[config.mk]
export PLATFORM = sky130hd
export DESIGN_NAME = image_subwindow_tiler_flat
export DESIGN_NICKNAME = d
export VERILOG_FILES = /design/src/hw/rtl/ist_pkg.sv /design/src/hw/rtl/ist_if.sv /design/src/hw/rtl/image_subwindow_tiler.sv /design/src/hw/rtl/ist_div.sv /design/src/hw/rtl/ist_dp.sv /design/src/hw/rtl/ist_ctrl.sv /design/src/flat_wrapper.sv
export SDC_FILE = /design/constraint.sdc
export NUM_CORES = 2
export LEC_CHECK = 0
export BUFFER_PORTS_ARGS = -buffer_cell sky130_fd_sc_hd__buf_2
export CAP_MARGIN = 15
export CORE_MARGIN = 2
export CORE_UTILIZATION = 38
export CTS_BUF_LIST = sky130_fd_sc_hd__clkbuf_4
export DETAILED_ROUTE_END_ITERATION = 12
export SLEW_MARGIN = 0
export SYNTH_ARGS = -nofsm -noshare
export SYNTH_HDL_FRONTEND = slang
export SYNTH_SLANG_ARGS = --single-unit
[constraint.sdc]
create_clock -name i_clk -period 14.9 [get_ports i_clk]
set_input_delay 1.49 -clock i_clk [delete_from_list [all_inputs] [get_ports i_clk]]
set_output_delay 1.49 -clock i_clk [all_outputs]
set_load 0.03 [all_outputs]
[src/hw/rtl/ist_pkg.sv]
// Shared constants, codes and control structs for the image sub-window tiler.
// No dependencies.
`timescale 1ns / 1ps

package ist_pkg;

    localparam int COORD_BITS_DEF = 16;
    localparam int COUNT_BITS_DEF = 12;

    localparam int CFG_IDX_BITS = 2;
    localparam logic [CFG_IDX_BITS-1:0] CFG_X_START = 2'd0;
    localparam logic [CFG_IDX_BITS-1:0] CFG_X_END   = 2'd1;
    localparam logic [CFG_IDX_BITS-1:0] CFG_Y_START = 2'd2;
    localparam logic [CFG_IDX_BITS-1:0] CFG_Y_END   = 2'd3;

    typedef logic [1:0] t_dsrc;
    localparam t_dsrc DSRC_NUM = 2'd0;
    localparam t_dsrc DSRC_X0  = 2'd1;
    localparam t_dsrc DSRC_X1  = 2'd2;

    typedef struct packed {
        logic  ld_in;
        logic  mul_b;
        logic  step;
        logic  div_go;
        logic  div_take;
        t_dsrc div_src;
        logic  mul_x;
        logic  mul_y;
        logic  ybnd;
        logic  push;
    } t_cmd;

    typedef struct packed {
        logic oor;
        logic split_more;
        logic div_done;
        logic out_free;
    } t_sts;

endpackage

[src/hw/rtl/ist_if.sv]
// Valid/ready channel interfaces for tile requests and sub-window results.
// No dependencies.
`timescale 1ns / 1ps

interface ist_req_if #(
    parameter int COUNT_BITS = 12
);
    logic                  valid;
    logic                  ready;
    logic [COUNT_BITS-1:0] tile_number;
    logic [COUNT_BITS:0]   tile_count;

    modport source (output valid, output tile_number, output tile_count, input ready);
    modport sink   (input valid, input tile_number, input tile_count, output ready);
endinterface

interface ist_rsp_if #(
    parameter int COORD_BITS = 16
);
    logic                  valid;
    logic                  ready;
    logic [COORD_BITS-1:0] sub_x_start;
    logic [COORD_BITS-1:0] sub_x_end;
    logic [COORD_BITS-1:0] sub_y_start;
    logic [COORD_BITS-1:0] sub_y_end;
    logic                  out_of_range;

    modport source (output valid, output sub_x_start, output sub_x_end, output sub_y_start,
                    output sub_y_end, output out_of_range, input ready);
    modport sink   (input valid, input sub_x_start, input sub_x_end, input sub_y_start,
                    input sub_y_end, input out_of_range, output ready);
endinterface

[src/hw/rtl/image_subwindow_tiler.sv]
// Top level of the image sub-window tiler: controller, datapath and channel ports.
// Depends on ist_pkg, ist_if, ist_ctrl and ist_dp.
//
//   channel   direction  carries
//   i_req     in         tile_number, tile_count
//   o_rsp     out        sub_x_start, sub_x_end, sub_y_start, sub_y_end, out_of_range
//   i_cfg_*   in         window_x_start, window_x_end, window_y_start, window_y_end
//
// One item at a time. An in-range item runs the column halvings and three divisions on the
// shared divider, which gives one quotient bit per cycle; an out-of-range item skips them.
// A result waits in the output register while the next item is taken in. Reset is
// synchronous, active low, and clears the window registers.
`timescale 1ns / 1ps

module image_subwindow_tiler
    import ist_pkg::*;
#(
    parameter int COORD_BITS = COORD_BITS_DEF,
    parameter int COUNT_BITS = COUNT_BITS_DEF
) (
    input  logic                    i_clk,
    input  logic                    i_rst_n,
    input  logic                    i_cfg_we,
    input  logic [CFG_IDX_BITS-1:0] i_cfg_idx,
    input  logic [COORD_BITS-1:0]   i_cfg_data,
    ist_req_if.sink                 i_req,
    ist_rsp_if.source               o_rsp
);
    t_cmd w_cmd;
    t_sts w_sts;
    logic w_ready;

    ist_ctrl u_ctrl (
        .i_clk      (i_clk),
        .i_rst_n    (i_rst_n),
        .i_in_valid (i_req.valid),
        .o_in_ready (w_ready),
        .i_sts      (w_sts),
        .o_cmd      (w_cmd)
    );

    ist_dp #(.COORD_BITS(COORD_BITS), .COUNT_BITS(COUNT_BITS)) u_dp (
        .i_clk          (i_clk),
        .i_rst_n        (i_rst_n),
        .i_cfg_we       (i_cfg_we),
        .i_cfg_idx      (i_cfg_idx),
        .i_cfg_data     (i_cfg_data),
        .i_tile_number  (i_req.tile_number),
        .i_tile_count   (i_req.tile_count),
        .i_cmd          (w_cmd),
        .o_sts          (w_sts),
        .i_out_ready    (o_rsp.ready),
        .o_out_valid    (o_rsp.valid),
        .o_sub_x_start  (o_rsp.sub_x_start),
        .o_sub_x_end    (o_rsp.sub_x_end),
        .o_sub_y_start  (o_rsp.sub_y_start),
        .o_sub_y_end    (o_rsp.sub_y_end),
        .o_out_of_range (o_rsp.out_of_range)
    );

    assign i_req.ready = w_ready;

endmodule

[src/hw/rtl/ist_div.sv]
// Restoring divider, one quotient bit per cycle.
// Needs the dividend's high part above QW bits to lie below the divisor.
`timescale 1ns / 1ps

module ist_div #(
    parameter int DW = 30,
    parameter int CW = 13,
    parameter int QW = 16
) (
    input  logic          i_clk,
    input  logic          i_rst_n,
    input  logic          i_start,
    input  logic [DW-1:0] i_dividend,
    input  logic [CW-1:0] i_divisor,
    output logic [QW-1:0] o_quot,
    output logic [CW-1:0] o_rem,
    output logic          o_done
);
    localparam int SW = $clog2(QW);

    logic          r_busy;
    logic          r_done;
    logic [SW-1:0] r_cnt;
    logic [CW-1:0] r_rem;
    logic [QW-1:0] r_dvd;
    logic [CW-1:0] r_div;

    logic [DW-1:0] w_hi;
    logic [CW:0]   w_trial;
    logic [CW:0]   w_diff;
    logic          w_ge;
    logic [CW-1:0] n_rem;

    assign w_hi    = i_dividend >> QW;
    assign w_trial = {r_rem, r_dvd[QW-1]};
    assign w_diff  = w_trial - {1'b0, r_div};
    assign w_ge    = (w_trial >= {1'b0, r_div});
    assign n_rem   = w_ge ? w_diff[CW-1:0] : w_trial[CW-1:0];

    always_ff @(posedge i_clk) begin
        if (!i_rst_n) begin
            r_busy <= 1'b0;
            r_done <= 1'b0;
            r_cnt  <= '0;
        end else begin
            r_done <= 1'b0;
            if (i_start) begin
                r_busy <= 1'b1;
                r_cnt  <= '0;
                r_rem  <= w_hi[CW-1:0];
                r_dvd  <= i_dividend[QW-1:0];
                r_div  <= i_divisor;
            end else if (r_busy) begin
                r_rem <= n_rem;
                r_dvd <= {r_dvd[QW-2:0], w_ge};
                r_cnt <= r_cnt + 1'b1;
                if (r_cnt == SW'(QW - 1)) begin
                    r_busy <= 1'b0;
                    r_done <= 1'b1;
                end
            end
        end
    end

    assign o_quot = r_dvd;
    assign o_rem  = r_rem;
    assign o_done = r_done;

endmodule

[src/hw/rtl/ist_dp.sv]
// Datapath: window registers, tile split, shared multiplier and divider, result register.
// Depends on ist_pkg and ist_div.
`timescale 1ns / 1ps

module ist_dp
    import ist_pkg::*;
#(
    parameter int COORD_BITS = COORD_BITS_DEF,
    parameter int COUNT_BITS = COUNT_BITS_DEF
) (
    input  logic                    i_clk,
    input  logic                    i_rst_n,
    input  logic                    i_cfg_we,
    input  logic [CFG_IDX_BITS-1:0] i_cfg_idx,
    input  logic [COORD_BITS-1:0]   i_cfg_data,
    input  logic [COUNT_BITS-1:0]   i_tile_number,
    input  logic [COUNT_BITS:0]     i_tile_count,
    input  t_cmd                    i_cmd,
    output t_sts                    o_sts,
    input  logic                    i_out_ready,
    output logic                    o_out_valid,
    output logic [COORD_BITS-1:0]   o_sub_x_start,
    output logic [COORD_BITS-1:0]   o_sub_x_end,
    output logic [COORD_BITS-1:0]   o_sub_y_start,
    output logic [COORD_BITS-1:0]   o_sub_y_end,
    output logic                    o_out_of_range
);
    localparam int C  = COORD_BITS;
    localparam int N  = COUNT_BITS;
    localparam int CW = N + 1;
    localparam int PW = C + N + 2;
    localparam int QW = (C > N) ? C : N;
    localparam int KW = $clog2(N + 1);

    logic [C-1:0]  r_xs, r_xe, r_ys, r_ye;
    logic [N-1:0]  r_num;
    logic [CW-1:0] r_count;
    logic          r_oor;
    logic [C-1:0]  r_dx, r_dy;
    logic [PW-1:0] r_a, r_mul;
    logic [CW-1:0] r_nx;
    logic [KW-1:0] r_k;
    logic [CW-1:0] r_xo;
    logic [N-1:0]  r_yo;
    logic [C-1:0]  r_x0, r_x1, r_y0, r_y1;
    logic          r_ovalid;
    logic [C-1:0]  r_oxs, r_oxe, r_oys, r_oye;
    logic          r_ooor;

    logic [C-1:0]    w_mop_a;
    logic [CW-1:0]   w_mop_b;
    logic [C+CW-1:0] w_prod;
    logic [PW-1:0]   w_dvd;
    logic [QW-1:0]   w_quot;
    logic [CW-1:0]   w_rem;
    logic            w_div_done;
    logic [PW-1:0]   w_ylo, w_yhi;

    assign w_mop_a = i_cmd.mul_x ? r_dx : r_dy;
    assign w_mop_b = i_cmd.mul_b ? r_count : (i_cmd.mul_x ? r_xo : CW'(r_yo));
    assign w_prod  = w_mop_a * w_mop_b;

    always_comb begin
        case (i_cmd.div_src)
            DSRC_NUM: w_dvd = PW'(r_num);
            DSRC_X0:  w_dvd = r_mul;
            DSRC_X1:  w_dvd = r_mul + PW'(r_dx);
            default:  w_dvd = r_mul;
        endcase
    end

    ist_div #(.DW(PW), .CW(CW), .QW(QW)) u_div (
        .i_clk      (i_clk),
        .i_rst_n    (i_rst_n),
        .i_start    (i_cmd.div_go),
        .i_dividend (w_dvd),
        .i_divisor  (r_nx),
        .o_quot     (w_quot),
        .o_rem      (w_rem),
        .o_done     (w_div_done)
    );

    assign w_ylo = r_mul >> r_k;
    assign w_yhi = (r_mul + PW'(r_dy)) >> r_k;

    always_ff @(posedge i_clk) begin
        if (!i_rst_n) begin
            r_xs     <= '0;
            r_xe     <= '0;
            r_ys     <= '0;
            r_ye     <= '0;
            r_ovalid <= 1'b0;
        end else begin
            if (i_cfg_we) begin
                case (i_cfg_idx)
                    CFG_X_START: r_xs <= i_cfg_data;
                    CFG_X_END:   r_xe <= i_cfg_data;
                    CFG_Y_START: r_ys <= i_cfg_data;
                    CFG_Y_END:   r_ye <= i_cfg_data;
                    default:     ;
                endcase
            end
            if (i_cmd.push) begin
                r_ovalid <= 1'b1;
            end else if (i_out_ready) begin
                r_ovalid <= 1'b0;
            end
        end
    end

    always_ff @(posedge i_clk) begin
        if (i_cmd.ld_in) begin
            r_num   <= i_tile_number;
            r_count <= i_tile_count;
            r_oor   <= ({1'b0, i_tile_number} >= i_tile_count);
            r_dx    <= (r_xe > r_xs) ? r_xe - r_xs : '0;
            r_dy    <= (r_ye > r_ys) ? r_ye - r_ys : '0;
        end
        if (i_cmd.mul_b || i_cmd.mul_x || i_cmd.mul_y) begin
            r_mul <= PW'(w_prod);
        end else if (i_cmd.step) begin
            r_mul <= r_mul >> 1;
        end
        if (i_cmd.mul_b) begin
            r_a  <= PW'({r_dx, 1'b0});
            r_nx <= r_count;
            r_k  <= '0;
        end else if (i_cmd.step) begin
            r_a  <= r_a << 1;
            r_nx <= r_nx >> 1;
            r_k  <= r_k + 1'b1;
        end
        if (i_cmd.div_take) begin
            case (i_cmd.div_src)
                DSRC_NUM: begin
                    r_xo <= w_rem;
                    r_yo <= w_quot[N-1:0];
                end
                DSRC_X0: r_x0 <= r_xs + w_quot[C-1:0];
                DSRC_X1: r_x1 <= r_xs + w_quot[C-1:0];
                default: ;
            endcase
        end
        if (i_cmd.ybnd) begin
            r_y0 <= r_ys + w_ylo[C-1:0];
            r_y1 <= r_ys + w_yhi[C-1:0];
        end
        if (i_cmd.push) begin
            r_oxs <= r_oor ? '0 : r_x0;
            r_oxe <= r_oor ? '0 : r_x1;
            r_oys <= r_oor ? '0 : r_y0;
            r_oye <= r_oor ? '0 : r_y1;
            r_ooor <= r_oor;
        end
    end

    assign o_sts.oor        = r_oor;
    assign o_sts.split_more = ~r_nx[0] && (r_a < r_mul);
    assign o_sts.div_done   = w_div_done;
    assign o_sts.out_free   = ~r_ovalid || i_out_ready;

    assign o_out_valid    = r_ovalid;
    assign o_sub_x_start  = r_oxs;
    assign o_sub_x_end    = r_oxe;
    assign o_sub_y_start  = r_oys;
    assign o_sub_y_end    = r_oye;
    assign o_out_of_range = r_ooor;

endmodule

[src/hw/rtl/ist_ctrl.sv]
// Controller state machine sequencing the split, divisions and bound updates.
// Depends on ist_pkg.
`timescale 1ns / 1ps

module ist_ctrl
    import ist_pkg::*;
(
    input  logic i_clk,
    input  logic i_rst_n,
    input  logic i_in_valid,
    output logic o_in_ready,
    input  t_sts i_sts,
    output t_cmd o_cmd
);
    localparam logic [3:0] S_IDLE   = 4'd0;
    localparam logic [3:0] S_MULB   = 4'd1;
    localparam logic [3:0] S_SPLIT  = 4'd2;
    localparam logic [3:0] S_DIVN   = 4'd3;
    localparam logic [3:0] S_WDIVN  = 4'd4;
    localparam logic [3:0] S_MULX   = 4'd5;
    localparam logic [3:0] S_DIVX0  = 4'd6;
    localparam logic [3:0] S_WDIVX0 = 4'd7;
    localparam logic [3:0] S_DIVX1  = 4'd8;
    localparam logic [3:0] S_WDIVX1 = 4'd9;
    localparam logic [3:0] S_MULY   = 4'd10;
    localparam logic [3:0] S_YB     = 4'd11;
    localparam logic [3:0] S_DONE   = 4'd12;

    logic [3:0] r_state;
    logic [3:0] n_state;

    always_comb begin
        n_state    = r_state;
        o_cmd      = '0;
        o_in_ready = 1'b0;
        case (r_state)
            S_IDLE: begin
                o_in_ready = 1'b1;
                if (i_in_valid) begin
                    o_cmd.ld_in = 1'b1;
                    n_state     = S_MULB;
                end
            end
            S_MULB: begin
                if (i_sts.oor) begin
                    n_state = S_DONE;
                end else begin
                    o_cmd.mul_b = 1'b1;
                    n_state     = S_SPLIT;
                end
            end
            S_SPLIT: begin
                if (i_sts.split_more) begin
                    o_cmd.step = 1'b1;
                end else begin
                    n_state = S_DIVN;
                end
            end
            S_DIVN: begin
                o_cmd.div_go  = 1'b1;
                o_cmd.div_src = DSRC_NUM;
                n_state       = S_WDIVN;
            end
            S_WDIVN: begin
                o_cmd.div_src = DSRC_NUM;
                if (i_sts.div_done) begin
                    o_cmd.div_take = 1'b1;
                    n_state        = S_MULX;
                end
            end
            S_MULX: begin
                o_cmd.mul_x = 1'b1;
                n_state     = S_DIVX0;
            end
            S_DIVX0: begin
                o_cmd.div_go  = 1'b1;
                o_cmd.div_src = DSRC_X0;
                n_state       = S_WDIVX0;
            end
            S_WDIVX0: begin
                o_cmd.div_src = DSRC_X0;
                if (i_sts.div_done) begin
                    o_cmd.div_take = 1'b1;
                    n_state        = S_DIVX1;
                end
            end
            S_DIVX1: begin
                o_cmd.div_go  = 1'b1;
                o_cmd.div_src = DSRC_X1;
                n_state       = S_WDIVX1;
            end
            S_WDIVX1: begin
                o_cmd.div_src = DSRC_X1;
                if (i_sts.div_done) begin
                    o_cmd.div_take = 1'b1;
                    n_state        = S_MULY;
                end
            end
            S_MULY: begin
                o_cmd.mul_y = 1'b1;
                n_state     = S_YB;
            end
            S_YB: begin
                o_cmd.ybnd = 1'b1;
                n_state    = S_DONE;
            end
            S_DONE: begin
                if (i_sts.out_free) begin
                    o_cmd.push = 1'b1;
                    n_state    = S_IDLE;
                end
            end
            default: n_state = S_IDLE;
        endcase
    end

    always_ff @(posedge i_clk) begin
        if (!i_rst_n) begin
            r_state <= S_IDLE;
        end else begin
            r_state <= n_state;
        end
    end

endmodule
[src/flat_wrapper.sv]
// flat-port wrapper written by rule: the top's interface ports become plain ports
module image_subwindow_tiler_flat import ist_pkg::*;
#(
    parameter int COORD_BITS = COORD_BITS_DEF,
    parameter int COUNT_BITS = COUNT_BITS_DEF
)
  (i_clk, i_rst_n, i_cfg_we, i_cfg_idx, i_cfg_data, i_req_valid, i_req_tile_number, i_req_tile_count, i_req_ready, o_rsp_valid, o_rsp_sub_x_start, o_rsp_sub_x_end, o_rsp_sub_y_start, o_rsp_sub_y_end, o_rsp_out_of_range, o_rsp_ready);
  ist_req_if #(.COUNT_BITS(COUNT_BITS)) i_req_i ();
  ist_rsp_if #(.COORD_BITS(COORD_BITS)) o_rsp_i ();
  input  logic i_clk;
  input  logic i_rst_n;
  input  logic i_cfg_we;
  input  logic [CFG_IDX_BITS-1:0] i_cfg_idx;
  input  logic [COORD_BITS-1:0] i_cfg_data;
  input wire logic [$bits(i_req_i.valid)-1:0] i_req_valid;
  input wire logic [$bits(i_req_i.tile_number)-1:0] i_req_tile_number;
  input wire logic [$bits(i_req_i.tile_count)-1:0] i_req_tile_count;
  output wire logic [$bits(i_req_i.ready)-1:0] i_req_ready;
  output wire logic [$bits(o_rsp_i.valid)-1:0] o_rsp_valid;
  output wire logic [$bits(o_rsp_i.sub_x_start)-1:0] o_rsp_sub_x_start;
  output wire logic [$bits(o_rsp_i.sub_x_end)-1:0] o_rsp_sub_x_end;
  output wire logic [$bits(o_rsp_i.sub_y_start)-1:0] o_rsp_sub_y_start;
  output wire logic [$bits(o_rsp_i.sub_y_end)-1:0] o_rsp_sub_y_end;
  output wire logic [$bits(o_rsp_i.out_of_range)-1:0] o_rsp_out_of_range;
  input wire logic [$bits(o_rsp_i.ready)-1:0] o_rsp_ready;
  assign i_req_i.valid = i_req_valid;
  assign i_req_i.tile_number = i_req_tile_number;
  assign i_req_i.tile_count = i_req_tile_count;
  assign i_req_ready = i_req_i.ready;
  assign o_rsp_valid = o_rsp_i.valid;
  assign o_rsp_sub_x_start = o_rsp_i.sub_x_start;
  assign o_rsp_sub_x_end = o_rsp_i.sub_x_end;
  assign o_rsp_sub_y_start = o_rsp_i.sub_y_start;
  assign o_rsp_sub_y_end = o_rsp_i.sub_y_end;
  assign o_rsp_out_of_range = o_rsp_i.out_of_range;
  assign o_rsp_i.ready = o_rsp_ready;
  image_subwindow_tiler #(.COORD_BITS(COORD_BITS), .COUNT_BITS(COUNT_BITS)) u_core (.i_clk(i_clk), .i_rst_n(i_rst_n), .i_cfg_we(i_cfg_we), .i_cfg_idx(i_cfg_idx), .i_cfg_data(i_cfg_data), .i_req(i_req_i), .o_rsp(o_rsp_i));
endmodule
## Word level (Yosys, flattened, before mapping)

Index checks and enable logic that the tools add are counted.

| cells by class | value |
|---|---|
| $add $sub $neg | 10 |
| multipliers | 1 |
| $lt $le $gt $ge | 5 |
| equal/unequal tests | 24 |
| shift operators | 2 |
| mux-type cells | 45 |
| bitwise operators | 4 |
| reductions and logical operators | 27 |

Operators with widths:

| cell | number |
|---|---|
| $mux 13 | 7 |
| $mux 29 | 2 |
| $pmux 29 s2 | 1 |
| $pmux 4 s13 | 1 |
| $add 16x16->16 | 3 |
| $mux 16 | 3 |
| $mux 17 | 2 |
| $gt 16x16->1 | 2 |
| $sub 16x16->16 | 2 |
| $add 29x16->30 | 1 |
| $lt 30x29->1 | 1 |
| $shr 30x4->16 | 1 |
| $add 29x16->29 | 1 |
| $mul 16x13->29 | 1 |
| $shr 29x4->16 | 1 |
| $mux 4 | 7 |
| $eq 4x4->1 const B | 6 |
| $mux 1 | 21 |
| $reduce_and 2->1 | 9 |
| $eq 4x3->1 const B | 4 |
| $ge 14x13->1 | 1 |
| $ge 12x13->1 | 1 |
| $sub 13x13->13 | 1 |
| $ne 2x2->1 const B | 6 |
| other kinds (15) | 33 |

| word-level totals | value |
|---|---|
| bits in registers | 404 |
| bits of input ports | 48 |
| logic and storage cells | 151 |

## Depth between registers and ports, before layout

| depth | value |
|---|---|
| word-level depth | 6 |
| depth in mapped cells | 28 |
| depth with buffers taken out | 28 |

## By module

A second synthesis with hierarchy kept.

| second synthesis, totals | value |
|---|---|
| cells, all modules | 3288 |
| area, all modules | 31670.4 um^2 |

By module, submodules not included:

| module | times used | cells each | area each (um^2) | seq. area each (um^2) |
|---|---|---|---|---|
| ist_dp | 1 | 2981 | 28474.8 | 9749.4 |
| ist_div | 1 | 238 | 2703.8 | 1381.3 |
| ist_ctrl | 1 | 69 | 491.7 | 80.1 |

## Worst setup path after synthesis

OpenSTA, ideal clock, no wires.

| timing | value |
|---|---|
| path kind | reg2reg |
| start point | register u_core.u_ctrl.r_state[1] |
| end point | register u_core.u_dp.r_mul[28] (data pin) |
| arrival time | 7446 ps |
| required time | 14634 ps |
| slack | 7188 ps |
| stages on the path, launching flop included | 28 |
| path buffers | 3 |
| clock period less this slack | 7712 ps |
| cell sequence | dfxtp_1 > clkbuf_1 > nand2b_1 > nor2_1 > clkbuf_1 > buf_2 > mux2i_1 > nor2_1 > fa_1 > inv_1 > fa_1 > inv_1 > fa_1 > fa_1 > inv_1 > fa_1 > inv_1 > ha_1 > a21o_1 > a21oi_1 > o211ai_1 > a41oi_1 > nor3_1 > o41a_1 > o211a_1 > o41ai_2 > xnor2_1 > nor2_1 |

| between the ends | value |
|---|---|
| word-level cells in the longest chain between the ends | 6 |
| elaborated cells between the ends (all ways) | 13 |
| those cells by class | 1 x mul; 3 x eq/ne; 7 x mux; 2 x reduce/logical |

RTL lines:

| what | RTL line | source |
|---|---|---|
| from (decl) | ist_ctrl.sv:29 | `logic [3:0] r_state;` |
| from (signal assigned) | ist_ctrl.sv:121 | `r_state <= n_state;` |
| $eq 4x3->1 | ist_ctrl.sv:36 | `case (r_state)` |
| $mux 1 | ist_ctrl.sv:36 |  |
| $mux 13 (2 in a row) | ist_dp.sv:60 | `assign w_mop_b = i_cmd.mul_b ? r_count : (i_cmd.mul_x ? r_xo : CW'(r_yo));` |
| $mul 16x13->29 | ist_dp.sv:61 | `assign w_prod = w_mop_a * w_mop_b;` |
| $mux 29 * | ist_dp.sv:119 | `if (i_cmd.mul_b \|\| i_cmd.mul_x \|\| i_cmd.mul_y) begin` |
| to (signal assigned) | ist_dp.sv:120 | `r_mul <= PW'(w_prod);` |
| to (signal assigned) | ist_dp.sv:122 | `r_mul <= r_mul >> 1;` |
| to (decl) | ist_dp.sv:40 | `logic [PW-1:0] r_a, r_mul;` |

Every way passes the cells marked *; elsewhere a longest branch is shown, timed or not.
A chain may end at the register's enable or synchronous reset.

## Worst setup path after layout

| timing | value |
|---|---|
| start point | register u_core.u_ctrl.r_state[2] |
| end point | register u_core.u_dp.r_mul[27] (data pin) |

The elaborated chain is that of the path after synthesis.

==> impl_metrics.toml <==
[setup_path]
end_kind = "register"
critPathArrivalTime_ns = 9.52
crit_path_start_kind = "register"
critPathKind = "reg -> reg"
worstPathRequired_ns = 15.48
startpoint = "u_core.u_ctrl.r_state[2]"
worstReg2RegStart = "u_core.u_ctrl.r_state[2]"
path_max_fanout = 46

[logic_synthesis]
synth.distinct_cells = 73
synthCells = 3210
yosys-top-cells-area = "edfxtp_1 30%, fa_1 11%, ha_1 9.7%, dfxtp_1 6.0%, nand2_1 5.7%"
yosysSeqAreaShare_pct = 36.5
avgSynthCellArea_um2 = 9.57
ys_ff_latch = 404
syn_nets = 3658
synth_area_um2 = 30700
synth_edf_count = 312
synth_top_cell_area_share_pct = 30.5
async_flop_share_pct = 0
synth_area_leader_cell = "edfxtp_1"
yosys_warnings = 0
ys.flop_type = "edfxtp_1"

[min_path]
hp-start = "u_core.u_dp.r_nx[7]"
hold_path.class = "reg -> reg"

[final_layout]
drive_above_1_share_pct = 11.5
area_growth_pct = 10.4
fin_nets = 3795

[route]
vias = 23833
wl_per_cell_um = 19.9
first_pass_iters = 5
postRouteAntennaNets = 0
wl_um = 89600
via_per_inst = 5.30
drt_iter0_drc = 1839
drc_errors = 0

[timing]
finalCritPeriodShare_pct = 60.0
relSlewSlack_pct = 20.5
timing.fmax_mhz = 112
tightest_slew_ns = 1.18
rsz0062_at_grt = "no"
tns_ns = 0
period_minus_slack_ns = 8.94
slew_viol_final = 0
hold_viol = 0
setup_viol = 0
fin_worst_skew_ns = 0.0744

[global_route]
grt_max_degree = 74
grt_pass1_vias = 22858
grt_usage_pct = 21.6
grt_pass1_wl_um = 137000
antenna_found_initial = 2
grt.overflow.total = 0

[run_status]
outcome = "complete, no violations"

[flow_run]
maxCapViolations = 0

[clock_tree]
cts_buffers = 105
htree_levels = 3
root_buffer = "clkbuf_4"
cts_tree = "done"
path_clk_slew_ns = 0.07
clock_latency_ns = 0.91
ctsHoldBuffers = 0
cts_resized = 0
cts.path.max_buffers = 3
numClockSinks = 404
postCtsSetupRepairBufs = 0

[die]
die-area_um2 = 83100
io_pins = 115
core_um2 = 80300
dieHeight_um = 288
fp.dieW_um = 288
initial_core_util_pct = 38.3
rows = 104

[placed_design]
dpl.hpwl_um = 69200
portBuffers = 114
gp_congestion = 0.939
## per-stage QoR
step / hold WS (ns) / cells / setup slack [ns] / utilization (%) / area [um^2]
final: 0.445 / 4495 / 5.96 / 42.2 / 33900
after detailed placement: 0.436 / 4298 / 6.21 / 40.4 / 32500
after floorplan: 0.426 / 3210 / 7.19 / - / 30700
after global routing: 0.455 / 4495 / 5.60 / 42.2 / 33900
after global placement: 0.434 / 4298 / 6.37 / 40.4 / 32500
after CTS: 0.434 / 4491 / 6.13 / 42.2 / 33900
## layout make-up
class,count,area (um^2)
fillers,7819,46400
multi-input cells,2338,17800
flip-flops and latches,404,11200
well taps,1060,1330
inverters,352,1320
clock buffers,161,1210
repair buffers,146,811
clock inverters,32,216
diodes,2,5.00
## placed cells by master, fill, tap and decap left out, drive strengths merged, types with 50 or more instances in the layout
| master | Yosys | routed |
|---|---|---|
| clkbuf | 99 | 161 |
| buf | 17 | 146 |
| nor2b | 94 | 94 |
| edfxtp | 312 | 312 |
| mux2i | 109 | 109 |
| nor3 | 50 | 50 |
| o21ai | 136 | 136 |
| xnor2 | 101 | 101 |
| nor2 | 266 | 266 |
| fa | 162 | 162 |
| a21boi | 74 | 74 |
| a21oi | 126 | 126 |
| dfxtp | 92 | 92 |
| ha | 238 | 238 |
| nand2 | 467 | 467 |
| inv | 349 | 351 |
## sequential cells by signal, indices dropped and copies added (netlist names), 16 cells and up
signal and count:
u_core.u_dp.r_ys 16, u_core.u_dp.r_a 29, u_core.u_dp.r_ye 16, u_core.u_dp.r_x0 16, u_core.u_dp.r_y0 16, u_core.u_dp.r_xe 16
u_core.u_dp.r_dx 16, u_core.u_dp.o_sub_x_start 16, u_core.u_dp.r_mul 29, u_core.u_dp.u_div.o_quot 16, u_core.u_dp.o_sub_y_end 16, u_core.u_dp.o_sub_x_end 16
u_core.u_dp.r_xs 16, u_core.u_dp.r_dy 16, u_core.u_dp.r_x1 16, u_core.u_dp.o_sub_y_start 16, u_core.u_dp.r_y1 16
## layer usage
layer	part of all wire, %	routed length [um]	track usage [%]
met2	47	41900	34.7
met4	3.5	3180	8.67
met5	0	0	0
met1	43	38600	29.4
met3	6.6	5910	2.95
## path summary, 6_finish.rpt
check | end | cells past startpoint | slack (ns)
max | u_core.u_dp.r_mul[27] | 25 | 5.96
min | u_core.u_dp.u_div.r_div[7] | 0 | 0.45
max reg2reg | u_core.u_dp.r_mul[27] | 25 | 5.96
min reg2reg | u_core.u_dp.u_div.r_div[7] | 0 | 0.45
## Yosys cell counts, types with 40 or more instances
cell type and instances:
fa_1 162, nor2b_1 94, a21oi_1 126, nor2_1 266, nor3_1 50, xor2_1 44, ha_1 238, dfxtp_1 92
xnor2_1 101, edfxtp_1 312, a21o_1 40, o21ai_0 130, mux2i_1 109, nand2_1 467, nand3_1 43, inv_1 347
a21boi_0 74, clkbuf_1 99
## critical path, stage by stage, from the launching register on
cell	delay [ns]
dfxtp_1	0.77
nand2b_1	0.30
nor2_4	0.16
buf_4	0.58
mux2i_1	0.37
o21ai_0	1.00
nand2_1	0.15
fa_1	0.53
fa_1	0.55
inv_1	0.06
fa_1	0.50
fa_1	0.55
inv_1	0.06
fa_1	0.52
inv_1	0.04
ha_1	0.35
o21a_1	0.20
o21ai_0	0.29
nor3_1	0.11
a211oi_1	0.33
a21o_1	0.19
a31oi_1	0.13
or4_1	0.42
a31oi_1	0.23
xor2_1	0.15
o21ai_0	0.08
## kinds of logic after synthesis
logic type,Yosys count,synth area share [%]
AND/OR/NAND/NOR,1053,15.2
AO/OA/AOI/OAI,586,12.4
buffers and inverters,468,5.75
flip-flops,404,36.5
adder cells (fa/ha/maj),400,20.2
multiplexers,153,5.71
XOR/XNOR,146,4.21
Power is left out: the tool's default activity adds up to more than one toggle a clock period on the data nets, which glitch-free logic cannot reach.
